## src/hw/rtl/per_port_saturating_counters_macros.svh

```systemverilog
// assertion macros for the counter table rtl
// no dependencies; included by ppsc_back, which carries the assertions
`ifndef PER_PORT_SATURATING_COUNTERS_MACROS_SVH
`define PER_PORT_SATURATING_COUNTERS_MACROS_SVH

// plain property, checked on every edge outside reset
`define PPSC_ASSERT(lbl, clk, rst_n, prop, msg) \
  lbl: assert property (@(posedge clk) disable iff (!rst_n) (prop)) else $error(msg);

// same-cycle implication, checked outside reset
`define PPSC_ASSERT_IMPL(lbl, clk, rst_n, ante, cons, msg) \
  lbl: assert property (@(posedge clk) disable iff (!rst_n) (ante) |-> (cons)) else $error(msg);

`endif

```

## src/hw/rtl/ppsc_pkg.sv

```systemverilog
// shared types and constants for the per-port saturating counter table
// no dependencies
`default_nettype none

package ppsc_pkg;

  // default sizing
  localparam int PORTS_DEF       = 65536;
  localparam int KINDS_DEF       = 4;
  localparam int COUNT_WIDTH_DEF = 32;

  // fixed field widths
  localparam int ACTION_W = 2;
  localparam int KIND_W   = 2;
  localparam int PORT_W   = 16;
  localparam int OUT_W    = 32;

  // item queue between front and back
  localparam int QUEUE_DEPTH = 2;

  typedef enum logic [ACTION_W-1:0] {
    ACT_NEW   = 2'd0,
    ACT_EXIST = 2'd1,
    ACT_READ  = 2'd2,
    ACT_CLEAR = 2'd3
  } action_t;

  typedef struct packed {
    logic [ACTION_W-1:0] action;
    logic                table_select;
    logic [KIND_W-1:0]   proto_kind;
    logic [PORT_W-1:0]   port_number;
  } in_item_t;

  typedef struct packed {
    logic [OUT_W-1:0] count_value;
    logic             has_count;
  } out_item_t;

  // classified item as held in the queue
  typedef struct packed {
    action_t           action;
    logic              in_range;
    logic              table_select;
    logic [KIND_W-1:0] proto_kind;
    logic [PORT_W-1:0] port_number;
  } qent_t;

  typedef struct packed {
    logic full;
    logic empty;
  } q_status_t;

  typedef enum logic [1:0] {
    B_CLEAR = 2'd0,
    B_IDLE  = 2'd1,
    B_EXEC  = 2'd2
  } back_state_t;

endpackage

`default_nettype wire

```

## src/hw/rtl/ppsc_queue.sv

```systemverilog
// short fifo of classified items between front and back
// depends on ppsc_pkg
`default_nettype none

module ppsc_queue (
  input  wire                  clk,
  input  wire                  rst_n,
  input  wire                  push,
  input  ppsc_pkg::qent_t      push_ent,
  input  wire                  pop,
  output ppsc_pkg::qent_t      head,
  output ppsc_pkg::q_status_t  q_stat
);
  import ppsc_pkg::*;

  localparam int PTR_W = (QUEUE_DEPTH > 1) ? $clog2(QUEUE_DEPTH) : 1;
  localparam int CNT_W = $clog2(QUEUE_DEPTH + 1);

  qent_t             ent_r [QUEUE_DEPTH];
  logic [PTR_W-1:0]  wr_ptr_r, wr_ptr_nxt;
  logic [PTR_W-1:0]  rd_ptr_r, rd_ptr_nxt;
  logic [CNT_W-1:0]  cnt_r, cnt_nxt;

  // pointer advance with wrap
  always_comb begin
    wr_ptr_nxt = wr_ptr_r;
    rd_ptr_nxt = rd_ptr_r;
    cnt_nxt    = cnt_r;
    if (push) begin
      wr_ptr_nxt = (wr_ptr_r == PTR_W'(QUEUE_DEPTH - 1)) ? '0 : wr_ptr_r + PTR_W'(1);
    end
    if (pop) begin
      rd_ptr_nxt = (rd_ptr_r == PTR_W'(QUEUE_DEPTH - 1)) ? '0 : rd_ptr_r + PTR_W'(1);
    end
    if (push && !pop) begin
      cnt_nxt = cnt_r + CNT_W'(1);
    end else if (pop && !push) begin
      cnt_nxt = cnt_r - CNT_W'(1);
    end
  end

  always_ff @(posedge clk) begin
    if (!rst_n) begin
      wr_ptr_r <= '0;
      rd_ptr_r <= '0;
      cnt_r    <= '0;
    end else begin
      wr_ptr_r <= wr_ptr_nxt;
      rd_ptr_r <= rd_ptr_nxt;
      cnt_r    <= cnt_nxt;
    end
  end

  // entry storage
  always_ff @(posedge clk) begin
    if (push) begin
      ent_r[wr_ptr_r] <= push_ent;
    end
  end

  assign head         = ent_r[rd_ptr_r];
  assign q_stat.full  = (cnt_r == CNT_W'(QUEUE_DEPTH));
  assign q_stat.empty = (cnt_r == '0);

endmodule

`default_nettype wire

```

## config.mk

```make
export PLATFORM = sky130hd
export DESIGN_NAME = ppsc_queue
export DESIGN_NICKNAME = d
export VERILOG_FILES = /design/src/hw/rtl/per_port_saturating_counters_macros.svh /design/src/hw/rtl/ppsc_pkg.sv /design/src/hw/rtl/ppsc_queue.sv
export SDC_FILE = /design/constraint.sdc
export NUM_CORES = 1
export LEC_CHECK = 0
export BUFFER_PORTS_ARGS = -buffer_cell sky130_fd_sc_hd__buf_4
export CORE_ASPECT_RATIO = 1.1
export CORE_MARGIN = 2
export CORE_UTILIZATION = 35
export CTS_CLUSTER_SIZE = 8
export DETAILED_ROUTE_END_ITERATION = 16
export GPL_ROUTABILITY_DRIVEN = 0
export SYNTH_ARGS = -nofsm -noshare
export SYNTH_HDL_FRONTEND = slang
export SYNTH_SLANG_ARGS = --single-unit
```

## constraint.sdc

```tcl
create_clock -name clk -period 5.5 [get_ports clk]
set_clock_uncertainty 0.15 [all_clocks]
set_input_delay 1.1 -clock clk [delete_from_list [all_inputs] [get_ports clk]]
set_output_delay 1.1 -clock clk [all_outputs]
set_load 0.01 [all_outputs]
```

# ---- Word level (Yosys, flattened, before mapping)
# Memories as Yosys holds them, arrays and structs flattened. A register that Yosys moved wholly into a read port is not among the register bits.
# Index checks and enable logic that the tools add are counted.
dict set report op_classes {
  mux 8
  eq_ne 1
  addsub 4
  reduce_logical 6
}
# op count
set op_table {}
lappend op_table {{$mux 1} 6}
lappend op_table {{$mux 2} 2}
lappend op_table {{$add 1x1->1 const B} 2}
lappend op_table {{$add 2x1->2 const B} 1}
lappend op_table {{$eq 2x2->1 const B} 1}
lappend op_table {{$logic_and 1x1->1} 2}
lappend op_table {{$logic_not 1->1} 2}
lappend op_table {{$logic_not 2->1} 1}
lappend op_table {{$reduce_bool 2->1} 1}
lappend op_table {{$sub 2x1->2 const B} 1}
dict set report totals {
  inputBits 26
  output_inout_bits 24
  elab_cells 23
  mem_count 1
  reg_bits 4
  mem_bits_rw 44
}
# memory depth width read_ports rd_ports_with_merged_regs write_ports line_no
set memory_table {}
lappend memory_table {ent_r 2 22 1 1 1 ppsc_queue.sv:19} ;# qent_t ent_r [QUEUE_DEPTH];

# ---- Logic depth before layout (Yosys ltp)
dict set report depth {
  ltp_word 4
  depth_mapped 5
  depth_no_buf 5
}

# ---- Worst setup path after synthesis
# No wires, ideal clock.
dict set report synth_timing {
  kind {input-to-reg}
  startpoint {input port push}
  endpoint {memory ent_r[0][0] (netlist bit), enable pin}
  n_path_buf 0
  setup_slack_ns 2.794
  setup_time_ns 0.405
  t_arrival_ns 2.151
  stages 1
  required_ns 4.945
  path_cell_list {nor2b_1}
}
dict set report synth_via {
  elab_chain_len 2
}
# element line_no
set synth_rtl {}
lappend synth_rtl {{from (decl)} ppsc_queue.sv:8} ;# input wire push,
lappend synth_rtl {{$mux 1} ppsc_queue.sv:56} ;# if (push) begin
lappend synth_rtl {{$mux 1 (implied by the code)} ppsc_queue.sv:57} ;# ent_r[wr_ptr_r] <= push_ent;
lappend synth_rtl {{to (decl)} ppsc_queue.sv:19}
# No other way between the ends.

==> flow_metrics.py <==
metrics = {
    "yosys": {
        "synth_top_family_by_area": "multiplexers",
        "synth.largest_area_cell": "edfxtp_1",
        "synth-seq-area-share": 0.7905,
        "synth_edf_count": 44,
        "synth_instances": 90,
        "synthMuxAreaShare": 0.1378,
        "netlist_area_um2": 1798,
        "synth_adder_area_share": 0.006959,
        "top_count_cell_post_synth": "edfxtp_1",
        "synth_top_area_share": 0.7349,
        "synth.yosys.warnings": 0,
        "synth_xor_xnor_area_share": 0.01461,
        "post_synth_most_frequent_cells": "edfxtp_1 (44), mux2_2 (22), dfxtp_1 (5), and2_1 (4)",
        "synth-seq-cells": 49,
        "count_of_distinct_cell_types_in_the_synthesized_netlist": 16,
        "avgSynthCellArea_um2": 19.98,
        "synth-simple-area-share": 0.03132,
        "synth.area.top_cells": "edfxtp_1 (73%), mux2_2 (14%), dfxtp_1 (5.6%), and2_1 (1.4%), xor2_1 (0.97%)",
        "synth_nets": 117,
        "async_reset_ff_frac": 0,
        "synth_ff_type": "edfxtp_1",
        "compound_gate_portion_of_the_synthesized_area": 0.01113,
    },
    "placed_design": {
        "io_buffers": 49,
        "hpwl_um": 2125,
        "worst_case_setup_slack_after_placement_ps": 2678,
        "dpl.cell_count": 195,
    },
    "worst_setup_path": {
        "timing.setup.critical_path_class": "flop to output pin",
        "worst_path_arrival_time_ps": 1810,
        "timing.critical_path.slowest_stage_cell": "dfxtp_1",
        "maximum_fanout_encountered_on_the_critical_timing_path": 22,
        "worst-path-buf-inv": 1,
        "timing.critical_path.from_type": "flop",
        "critical_path.top_delay_family": "flip-flops",
        "crit_path_cell_trace": "mux2_2, buf_4",
        "worst_path_largest_cell_delay_ps": 950,
        "timing.critical_path.to_type": "output pin",
        "worst-endpoint-required_ps": 4250,
    },
    "timing": {
        "maxSlewHeadroom": 0.2065,
        "hold_ws_ps": 371.0,
        "setup_viol": 0,
        "max_transition_viols_final": 0,
        "grt_setup_unrepaired": "false",
        "hold_viol": 0,
        "post-route-min-period_ps": 3062,
        "maxClockFrequency_mhz": 326.6,
        "setup_total_negative_slack_ps": 0,
        "post_route_worst_setup_slack_ps": 2438,
        "final_min_period_over_clock_period": 0.5568,
        "timing_worst_slew_pin_value_ps": 1185,
    },
    "cells_and_area": {
        "utilization": 0.4674,
        "fraction_of_final_layout_cells_sized_beyond_drive_strength_1": 0.5448,
        "antenna-diode-count": 0,
        "layoutNonFillerInstCount": 203,
        "flow.area_growth_from_synthesis_pct": 29.09,
        "design.final.nets": 171,
    },
    "clock_network": {
        "cts_buffer_count": 5,
        "cts.sink_count": 49,
        "worst_setup_hold_path_clk_slew_ps": 80,
        "cts_buffer_depth": 2,
        "htree_num_levels": 2,
        "holdBufCountCts": 0,
        "post_cts_resize_count": 0,
        "cts_root_buffer": "clkbuf_8",
        "clkLatencyLatePin_ps": 280,
        "cts.repair_timing.setup_buffer_count": 0,
        "cts_tree": "yes",
    },
    "detailed_routing": {
        "drc_violation_count_after_routing": 0,
        "post_drt_wl_per_cell_um": 14.88,
        "post_drt_via_cell_ratio": 4.606,
        "route.antenna.remaining_nets": 0,
        "route.vias.total": 935,
        "dr.pass1.iters": 4,
        "dr.first_iter.drc_count": 53,
        "route.final.wire_length_um": 3021,
    },
    "floorplan": {
        "boundaryPins": 50,
        "start_util": 0.3621,
        "floorplan.die.height_um": 79.17,
        "core_area_um2": 4966,
        "design.die.area_um2": 5727,
        "placement_rows": 27,
        "die_x_um": 72.34,
    },
    "global_routing": {
        "grt_max_degree": 24,
        "antenna_found_initial": 0,
        "grt_overflow": 0,
        "grt_pass1_wl_um": 4830,
        "vias_in_the_first_global_route": 1001,
        "grt_util_all_layers": 0.1161,
    },
    "power": {
        "power.switching_mw": 0.1535,
        "power_density_nw_per_um2": 319.8,
        "clock_network_fraction_of_design_power": 0.275,
        "sequentialPowerShare": 0.594,
        "internal_power_of_the_cells_mw": 0.5888,
        "max-vdd-ir-drop_mv": 0.1776,
        "power_leakage_nw": 0.8762,
        "power_frac_comb": 0.131,
        "power.switching_fraction": 0.2068,
    },
    "worst_hold_path": {
        "worstHoldPathType": "flop to flop",
    },
    "job": {
        "cap_viol_max_count": 0,
    },
    "status": {
        "status": "completed",
    },
}
[power by group through the flow]
stage	clock (mW)	combinational [mW]	sequential, mW
after global placement	0	0.0957	0.448
after floorplan	0	0.0521	0.442
final	0.204	0.0970	0.441
after detailed placement	0	0.0987	0.450
after CTS	0.211	0.0991	0.442
after global routing	0.225	0.105	0.444
[worst paths after layout]
kind	from	end	slack, ps	depth (start not counted)
worst max register to register	wr_ptr_r	ent_r[0][11]	3720	1
worst max-delay path	flop	head[0]	2440	2
worst min register to register	cnt_r[1]	cnt_r[1]	370	2
worst min-delay path	cnt_r[1]	cnt_r[1]	370	2
[routing by layer]
metal	part of all wire	GRT usage
met5	0	0
met1	0.33	0.1095
met4	0.018	0.05849
met2	0.60	0.2147
met3	0.051	0.04315
[sequential cells by signal, summed over array words and instances, names as in the netlist, named ones only]
register	count
rd_ptr_r	1
cnt_r	2
wr_ptr_r	1
ent_r	44
[cell type report]
cell class,instances,area [µm²]
inverters,1,3.754
flip-flops and latches,49,1421
fillers,440,2645
well taps,58,72.57
clock buffers,8,90.09
multi-input cells,38,365.4
repair buffers,49,367.9
[logic make-up after synthesis]
| family | count (synthesis) |
|---|---|
| muxes | 22 |
| DFF | 49 |
| xor gates and xnor gates | 3 |
| adders and majority gates | 1 |
| AOI/OAI and AO/OA | 3 |
| and+or+nand+nor | 9 |
| buffers and inverters | 3 |
[layout by cell type, fill, tap and decap left out]
master    count
buf_4        49
edfxtp_1     44
mux2_2       22
clkbuf_8      6
dfxtp_1       5
and2_1        4
xor2_1        2
clkbuf_1      2
inv_1         1
and2b_2       1
nor2_1        1
nor2b_2       1
xnor2_1       1
nor2b_1       1
o21a_1        1
o21ai_0       1
or3_1         1
a21boi_1      1
ha_1          1
[metrics by stage]
stage,instance area [µm²],power [mW]
after floorplan,1798,0.4941
after global placement,2231,0.5439
after detailed placement,2231,0.5491
after CTS,2321,0.7518
after global routing,2321,0.7747
final,2321,0.7422
Note: power is estimated with default switching activity, not from simulation.
